--- src/design/rc6vld_pkg.sv ---
// Shared types, constants and helper functions for the RC6 variable length decoder.
package rc6vld_pkg;

    localparam int PULSE_W     = 24;
    localparam int CODE_W      = 64;
    localparam int COUNT_W     = 7;
    localparam int UNIT_W      = 11;
    localparam int TOL_W       = 7;
    localparam int CFG_IDX_W   = 2;
    localparam int PROD_W      = 19;   // unit * (100 + tol) fits here
    localparam int SPAN_W      = 22;   // up to six times a product
    localparam int CMP_W       = 32;   // magnitude times 100, with headroom

    localparam int MAX_BITS_DEFAULT = 64;

    localparam logic [UNIT_W-1:0] UNIT_RESET = UNIT_W'(444);
    localparam logic [TOL_W-1:0]  TOL_RESET  = TOL_W'(25);
    localparam logic [PROD_W-1:0] PROD_LO_RESET = PROD_W'(444 * (100 - 25));
    localparam logic [PROD_W-1:0] PROD_HI_RESET = PROD_W'(444 * (100 + 25));

    localparam logic [CFG_IDX_W-1:0] REG_UNIT_TIME = CFG_IDX_W'(0);
    localparam logic [CFG_IDX_W-1:0] REG_TOLERANCE = CFG_IDX_W'(1);

    typedef enum logic [2:0] {
        PH_HDR_MARK  = 3'd0,
        PH_HDR_SPACE = 3'd1,
        PH_START     = 3'd2,
        PH_OPT_SPACE = 3'd3,
        PH_FIRST     = 3'd4,
        PH_SECOND    = 3'd5,
        PH_IGNORE    = 3'd6
    } t_phase;

    typedef struct packed {
        logic signed [PULSE_W-1:0] pulse_us;
        logic                      frame_end;
    } t_in_item;

    typedef struct packed {
        logic [CODE_W-1:0]  code_word;
        logic [COUNT_W-1:0] bit_count;
        logic               status;
    } t_out_item;

    // One-unit window bounds, scaled by 100: unit*(100-tol) and unit*(100+tol)
    typedef struct packed {
        logic [PROD_W-1:0] prod_lo;
        logic [PROD_W-1:0] prod_hi;
    } t_win;

    function automatic logic [TOL_W-1:0] clamp_tol(input logic [TOL_W-1:0] tol);
        clamp_tol = (tol > TOL_W'(100)) ? TOL_W'(100) : tol;
    endfunction

    // Scale a one-unit bound by a small unit count with shifts and adds.
    function automatic logic [SPAN_W-1:0] scale_units(input logic [PROD_W-1:0] p,
                                                      input logic [2:0] k);
        logic [SPAN_W-1:0] pw;
        pw = SPAN_W'(p);
        scale_units = (k[0] ? pw : '0) + (k[1] ? (pw << 1) : '0) + (k[2] ? (pw << 2) : '0);
    endfunction

    // Tests floor(lo/100) <= mag <= floor(hi/100), i.e. mag*100 + 99 >= lo and mag*100 <= hi.
    function automatic logic in_window(input logic [CMP_W-1:0] m100,
                                       input logic [SPAN_W-1:0] lo,
                                       input logic [SPAN_W-1:0] hi);
        in_window = ((m100 + CMP_W'(99)) >= CMP_W'(lo)) && (m100 <= CMP_W'(hi));
    endfunction

endpackage

--- src/design/rc6vld_cfg.sv ---
// Configuration registers and the precomputed tolerance window products.
module rc6vld_cfg
    import rc6vld_pkg::*;
(
    input  logic                 i_clk,
    input  logic                 i_rst_n,
    input  logic                 i_cfg_we,
    input  logic [CFG_IDX_W-1:0] i_cfg_index,
    input  logic [UNIT_W-1:0]    i_cfg_data,
    output t_win                 o_win
);

    logic [UNIT_W-1:0] r_unit, n_unit;
    logic [TOL_W-1:0]  r_tol, n_tol;
    logic [PROD_W-1:0] r_prod_lo, n_prod_lo;
    logic [PROD_W-1:0] r_prod_hi, n_prod_hi;
    logic [TOL_W-1:0]  tol_c;

    always_comb begin
        n_unit = r_unit;
        n_tol  = r_tol;
        if (i_cfg_we) begin
            unique case (i_cfg_index)
                REG_UNIT_TIME: n_unit = i_cfg_data;
                REG_TOLERANCE: n_tol  = i_cfg_data[TOL_W-1:0];
                default: ;
            endcase
        end
        tol_c     = clamp_tol(n_tol);
        n_prod_lo = PROD_W'(n_unit) * PROD_W'(8'd100 - {1'b0, tol_c});
        n_prod_hi = PROD_W'(n_unit) * PROD_W'(8'd100 + {1'b0, tol_c});
    end

    always_ff @(posedge i_clk) begin
        if (!i_rst_n) begin
            r_unit    <= UNIT_RESET;
            r_tol     <= TOL_RESET;
            r_prod_lo <= PROD_LO_RESET;
            r_prod_hi <= PROD_HI_RESET;
        end else if (i_cfg_we) begin
            r_unit    <= n_unit;
            r_tol     <= n_tol;
            r_prod_lo <= n_prod_lo;
            r_prod_hi <= n_prod_hi;
        end
    end

    assign o_win.prod_lo = r_prod_lo;
    assign o_win.prod_hi = r_prod_hi;

endmodule

--- src/design/rc6vld_decode.sv ---
// Frame state machine: header check, Manchester bit decode and result build.
module rc6vld_decode
    import rc6vld_pkg::*;
#(
    parameter int MAX_BITS = MAX_BITS_DEFAULT
) (
    input  logic      i_clk,
    input  logic      i_rst_n,
    input  logic      i_step,
    input  t_in_item  i_item,
    input  t_win      i_win,
    output logic      o_res_valid,
    output t_out_item o_res
);

    localparam logic [COUNT_W-1:0] BIT_LIMIT = COUNT_W'(MAX_BITS);

    t_phase             r_phase, n_phase;
    logic [COUNT_W-1:0] r_bits, n_bits;
    logic [CODE_W-1:0]  r_buf, n_buf;

    logic [PULSE_W-1:0] raw, mag;
    logic               neg, pos, fe, nonzero;
    logic [CMP_W-1:0]   m100;
    logic [2:0]         k_bit, k_pair;
    logic               hit_hdr_mark, hit_hdr_space, hit_unit, hit_bit, hit_pair;

    always_comb begin
        raw     = i_item.pulse_us;
        fe      = i_item.frame_end;
        neg     = raw[PULSE_W-1];
        nonzero = (raw != '0);
        pos     = !neg && nonzero;
        mag     = neg ? (~raw + PULSE_W'(1)) : raw;
        m100    = (CMP_W'(mag) << 6) + (CMP_W'(mag) << 5) + (CMP_W'(mag) << 2);

        // 4th bit lasts two units; a merged half covers this bit and the next
        k_bit  = (r_bits == COUNT_W'(4)) ? 3'd2 : 3'd1;
        k_pair = ((r_bits == COUNT_W'(3)) || (r_bits == COUNT_W'(4))) ? 3'd3 : 3'd2;

        hit_hdr_mark  = in_window(m100, scale_units(i_win.prod_lo, 3'd6),
                                  scale_units(i_win.prod_hi, 3'd6));
        hit_hdr_space = in_window(m100, scale_units(i_win.prod_lo, 3'd2),
                                  scale_units(i_win.prod_hi, 3'd2));
        hit_unit      = in_window(m100, scale_units(i_win.prod_lo, 3'd1),
                                  scale_units(i_win.prod_hi, 3'd1));
        hit_bit       = nonzero && in_window(m100, scale_units(i_win.prod_lo, k_bit),
                                             scale_units(i_win.prod_hi, k_bit));
        hit_pair      = nonzero && in_window(m100, scale_units(i_win.prod_lo, k_pair),
                                             scale_units(i_win.prod_hi, k_pair));
    end

    always_comb begin
        logic fin, rej;
        fin = 1'b0;
        rej = 1'b0;
        n_phase = r_phase;
        n_bits  = r_bits;
        n_buf   = r_buf;
        unique case (r_phase)
            PH_HDR_MARK: begin
                n_bits = '0;
                n_buf  = '0;
                if (fe || !(pos && hit_hdr_mark)) begin
                    fin = 1'b1;
                    rej = 1'b1;
                end else begin
                    n_phase = PH_HDR_SPACE;
                end
            end
            PH_HDR_SPACE: begin
                if (fe || !(neg && hit_hdr_space)) begin
                    fin = 1'b1;
                    rej = 1'b1;
                end else begin
                    n_phase = PH_START;
                end
            end
            PH_START: begin
                if (!pos) begin
                    fin = 1'b1;
                    rej = 1'b1;
                end else if (fe) begin
                    fin = 1'b1;
                end else begin
                    n_phase = PH_OPT_SPACE;
                end
            end
            PH_OPT_SPACE: begin
                if (fe) begin
                    fin = 1'b1;
                end else if (neg && hit_unit) begin
                    n_phase = PH_FIRST;
                end else begin
                    n_buf   = {r_buf[CODE_W-2:0], pos};
                    n_bits  = r_bits + COUNT_W'(1);
                    n_phase = PH_SECOND;
                end
            end
            PH_FIRST: begin
                if (fe) begin
                    fin = 1'b1;
                end else begin
                    n_buf   = {r_buf[CODE_W-2:0], pos};
                    n_bits  = r_bits + COUNT_W'(1);
                    n_phase = PH_SECOND;
                end
            end
            PH_SECOND: begin
                if (fe) begin
                    fin = 1'b1;
                end else if (hit_bit || hit_pair) begin
                    if (r_bits >= BIT_LIMIT) begin
                        fin = 1'b1;
                    end else if (hit_bit) begin
                        n_phase = PH_FIRST;
                    end else begin
                        // merged length doubles as the next first half
                        n_buf   = {r_buf[CODE_W-2:0], pos};
                        n_bits  = r_bits + COUNT_W'(1);
                        n_phase = PH_SECOND;
                    end
                end else begin
                    fin = 1'b1;
                    rej = 1'b1;
                end
            end
            PH_IGNORE: begin
                if (fe) begin
                    n_phase = PH_HDR_MARK;
                    n_bits  = '0;
                    n_buf   = '0;
                end
            end
            default: begin
                n_phase = PH_HDR_MARK;
                n_bits  = '0;
                n_buf   = '0;
            end
        endcase

        o_res_valid     = fin;
        o_res.code_word = rej ? '0 : r_buf;
        o_res.bit_count = rej ? '0 : r_bits;
        o_res.status    = rej;
        if (fin) begin
            n_buf   = '0;
            n_bits  = '0;
            n_phase = fe ? PH_HDR_MARK : PH_IGNORE;
        end
    end

    always_ff @(posedge i_clk) begin
        if (!i_rst_n) begin
            r_phase <= PH_HDR_MARK;
            r_bits  <= '0;
            r_buf   <= '0;
        end else if (i_step) begin
            r_phase <= n_phase;
            r_bits  <= n_bits;
            r_buf   <= n_buf;
        end
    end

endmodule

--- src/design/rc6_variable_length_decoder.sv ---
// Items wait in the input register; decoded frame results are held in the result register.
// Throughput: one item per cycle while the result side keeps up; the input register and the
// result register are the only stages, and window bounds are prepared on each config write.
// Reset (synchronous, active low): empty stages, decoder waits for a header mark,
// unit time 444 us and tolerance 25 percent.
module rc6_variable_length_decoder
    import rc6vld_pkg::*;
#(
    parameter int MAX_BITS = MAX_BITS_DEFAULT
) (
    input  logic                 i_clk,
    input  logic                 i_rst_n,
    input  logic                 i_in_valid,
    output logic                 o_in_ready,
    input  t_in_item             i_in_item,
    output logic                 o_out_valid,
    input  logic                 i_out_ready,
    output t_out_item            o_out_item,
    input  logic                 i_cfg_we,
    input  logic [CFG_IDX_W-1:0] i_cfg_index,
    input  logic [UNIT_W-1:0]    i_cfg_data
);

    t_win      win;
    logic      r_in_valid;
    t_in_item  r_in_item;
    logic      r_out_valid;
    t_out_item r_out_item;
    logic      out_free, step, res_valid;
    t_out_item res;

    rc6vld_cfg u_cfg (
        .i_clk       (i_clk),
        .i_rst_n     (i_rst_n),
        .i_cfg_we    (i_cfg_we),
        .i_cfg_index (i_cfg_index),
        .i_cfg_data  (i_cfg_data),
        .o_win       (win)
    );

    rc6vld_decode #(
        .MAX_BITS (MAX_BITS)
    ) u_decode (
        .i_clk       (i_clk),
        .i_rst_n     (i_rst_n),
        .i_step      (step),
        .i_item      (r_in_item),
        .i_win       (win),
        .o_res_valid (res_valid),
        .o_res       (res)
    );

    assign out_free   = !r_out_valid || i_out_ready;
    assign step       = r_in_valid && out_free;
    assign o_in_ready = !r_in_valid || step;

    always_ff @(posedge i_clk) begin
        if (!i_rst_n) begin
            r_in_valid <= 1'b0;
        end else if (o_in_ready) begin
            r_in_valid <= i_in_valid;
        end
    end

    always_ff @(posedge i_clk) begin
        if (i_in_valid && o_in_ready) begin
            r_in_item <= i_in_item;
        end
    end

    always_ff @(posedge i_clk) begin
        if (!i_rst_n) begin
            r_out_valid <= 1'b0;
        end else if (out_free) begin
            r_out_valid <= step && res_valid;
        end
    end

    always_ff @(posedge i_clk) begin
        if (step && res_valid) begin
            r_out_item <= res;
        end
    end

    assign o_out_valid = r_out_valid;
    assign o_out_item  = r_out_item;

    a_reject_clean: assert property (@(posedge i_clk) disable iff (!i_rst_n)
        (o_out_valid && o_out_item.status) |->
            (o_out_item.code_word == '0) && (o_out_item.bit_count == '0))
        else $error("rejected frame carries data");

    a_count_limit: assert property (@(posedge i_clk) disable iff (!i_rst_n)
        o_out_valid |-> (o_out_item.bit_count <= COUNT_W'(MAX_BITS)))
        else $error("bit count above limit");

    a_hold_pending: assert property (@(posedge i_clk) disable iff (!i_rst_n)
        (r_in_valid && !out_free) |=> (r_in_valid && $stable(r_in_item)))
        else $error("pending item lost while result side stalled");

endmodule
--- config.mk ---
export PLATFORM = sky130hd
export DESIGN_NAME = rc6_variable_length_decoder
export DESIGN_NICKNAME = d
export VERILOG_FILES = /design/src/design/rc6vld_pkg.sv /design/src/design/rc6vld_cfg.sv /design/src/design/rc6vld_decode.sv /design/src/design/rc6_variable_length_decoder.sv
export SDC_FILE = /design/constraint.sdc
export NUM_CORES = 1
export LEC_CHECK = 0
export ABC_CLOCK_PERIOD_IN_PS = 13700
export BUFFER_PORTS_ARGS = -buffer_cell sky130_fd_sc_hd__buf_2
export CAP_MARGIN = 10
export CORE_MARGIN = 10
export CORE_UTILIZATION = 32
export CTS_CLUSTER_SIZE = 20
export DETAILED_ROUTE_END_ITERATION = 8
export GPL_TIMING_DRIVEN = 0
export SYNTH_ARGS = -nofsm -noshare
export SYNTH_HDL_FRONTEND = slang
export SYNTH_HIERARCHICAL = 1
export SYNTH_SLANG_ARGS = --single-unit
export TNS_END_PERCENT = 30
--- constraint.sdc ---
create_clock -name i_clk -period 13.7 [get_ports i_clk]
set_clock_uncertainty 0.15 [all_clocks]
set_input_delay 2.74 -clock i_clk [delete_from_list [all_inputs] [get_ports i_clk]]
set_output_delay 2.74 -clock i_clk [all_outputs]
set_load 0.05 [all_outputs]
==> reports/metrics.cfg <==
[synth]
synthFlopType=dfxtp_1
avgSynthCellArea_um2=8.86
synth-edff-count=97
synth-async-reset-ratio_pct=0
synthTopCellsByCount=ha_1, inv_1, nor2_1, a21oi_1, nand2_1
ys_ff_latch=228
synth_area_leaders=ha_1, edfxtp_1, dfxtp_1, fa_1, inv_1
synth.most_common_cell=ha_1
yosysUniqueCellTypes=110
syn_inst=2888
seq_area_frac_synth_pct=21.6
syn_area_um2=25600
yosys.area.top_type_share_pct=19.6
synth_largest_area_cell=ha_1
yosys_warnings=6

[timing]
rsz0062_at_grt=no
period_needed_ns=9.73
finalHoldViolations=0
report.final.slew_viol_count=0
setup_violations=0
relSlewSlack_pct=18.7
fmax_mhz=103
fin_crit_sh_pct=71.1
fin_ws_ns=3.97
tns_ns=0
tightestPinTransition_ns=1.21

[die]
start_util_pct=32.3
io_pins=117
num_rows=103
die_x_um=303
core_um2=79100
die_h_um=303
die-area_um2=91700

[grt]
antenna_found_initial=2
grt.total_usage_pct=13.9
grt_overflow=0
grt_pass1_wl_um=106000
grt_pass1_vias=20000
grt_max_degree=37

[worst_setup_path]
critPathKind=flip-flop to flip-flop
cp.arrival_ns=9.87
end_kind=flip-flop
cp_top_family=compound AO/OA/AOI/OAI gates
path_buf_inv=5
ff2ff_path_depth=34
crit_slowest_cell=xnor2_1
max_stage_delay_ns=0.94
startpoint_type=flip-flop
critPathMostFrequentCell=ha_1
cp.depth=34
crit_fanout=36
worstPathRequired_ns=13.83

[clock_tree]
clock-root-buffer=clkbuf_16
clock_latency_ns=0.60
numCtsBuffers=28
cts_tree=built
cts_resized=0
cts.sinks=228
cts_setup_buffers=0
htreeDepth=1
holdBufCountCts=0
clockBufferDepth=3
clk_pin_slew_worst_paths_ns=0.06

[finish]
drive_gt1_share_pct=9.25
instances_no_fill=4120
num-nets-final=3608
diodes=0
syn2layout_area_growth_pct=12.0

[detailed_routing]
vias_per_cell=5.03
wl_per_cell_um=15.6
drtAntennaViolNets=0
wl_um=64500
route.vias.total=20700
drc=0
first_iter_violations=1191
dr.pass1.iters=6

[worst_hold_path]
whs_path_depth=1
hold_path.class=flip-flop to flip-flop

[power]
peakVddDrop_mv=0.173
powerDensity_nw_per_um2=222
finalPower_mw=6.35
leakage_nw=12.9

[place]
place_ws_ns=3.60
gp_congestion=0.890
portBuffers=116
hpwl_um=52200
placed_cells=4068

[job]
maxCapViolCount=0

[outcome]
status=finished clean

==> cell usage in the layout, fill, tap and decap left out, drive strengths merged, types with 9 or more instances in the layout <==
master	Yosys	routed
and2	127	127
conb	4	15
a21boi	9	9
nand2	164	164
or2	34	34
nand3	57	57
buf	28	147
nand4	29	29
clkinv	0	10
nor3	44	44
mux2i	44	44
o21bai	46	46
and3	13	13
o21a	50	50
fa	117	117
nor2	229	229
clkbuf	51	83
a211oi	12	12
a21o	62	62
nand2b	39	39
edfxtp	97	97
mux2	12	12
nor4	17	17
dfxtp	131	131
a21oi	179	179
a22o	66	66
o31ai	12	12
or3	24	24
ha	400	400
o21ai	101	101
nor2b	50	50
xnor2	101	101
inv	306	307
o211ai	30	30
xor2	70	70
==> cell families after synthesis <==
kind of cell             share of synthesized area, %
other                                          0.0587
buffers and inverters                            5.87
AND/OR/NAND/NOR                                  17.5
adder cells (fa/ha/maj)                          28.7
XOR/XNOR                                         5.94
multiplexers                                     2.29
AO/OA/AOI/OAI                                    18.0
flip-flops                                       21.6
==> layer usage <==
layer	routed length, µm	share of wire [%]	GRT usage, %	up-vias
met5	0	0	0	-
met4	1230	1.9	3.02	0
met3	3700	5.7	1.90	71
met2	28900	45	23.2	418
met1	30600	47	19.0	9720
li1	-	-	-	10500
==> flip-flops by register name (all words and copies together), names as in the netlist <==
register and count:
o_out_item 72, u_decode/r_phase 3, o_out_valid 1, r_in_valid 1, u_decode/r_buf 64, u_decode/r_bits 7, u_cfg/r_prod_hi 18, r_in_item 25
u_cfg/r_unit 11, u_cfg/r_prod_lo 19, u_cfg/r_tol 7
==> layout make-up <==
type,instances,area (µm²)
plain buffers,79,354
repair buffers,119,628
inverters,306,1150
fillers,8180,50500
flip-flops and latches,228,5540
clock inverters,20,325
clock buffers,32,736
multi-input cells,2286,18600
well taps,1050,1310
==> final timing paths <==
path                                    from                              end  slack (ns)
max reg2reg           r_in_item[1]$_DFFE_PP_         o_out_item[57]$_DFFE_PP_        3.97
min reg2reg  u_decode/r_buf[63]$_SDFFE_PN0P_  u_decode/r_buf[63]$_SDFFE_PN0P_        0.32
min          u_decode/r_buf[63]$_SDFFE_PN0P_  u_decode/r_buf[63]$_SDFFE_PN0P_        0.32
max                   r_in_item[1]$_DFFE_PP_         o_out_item[57]$_DFFE_PP_        3.97
==> where the power goes <==
| part | total (mW) | switching, mW | internal [mW] |
|---|---|---|---|
| combinational | 4.62 | 2.69 | 1.93 |
| sequential | 0.885 | 0.113 | 0.772 |
| clock | 0.843 | 0.321 | 0.521 |
| total | 6.35 | 3.13 | 3.22 |
==> per-stage QoR <==
stage,instance area [µm²],utilization (%),hold slack [ns]
floorplan,25600,-,0.284
global placement,27500,34.8,0.298
detailed placement,27600,34.9,0.310
CTS,28700,36.2,0.325
global route,28700,36.2,0.354
finish,28700,36.2,0.321
No activity file was read; power rests on OpenSTA's default activity.
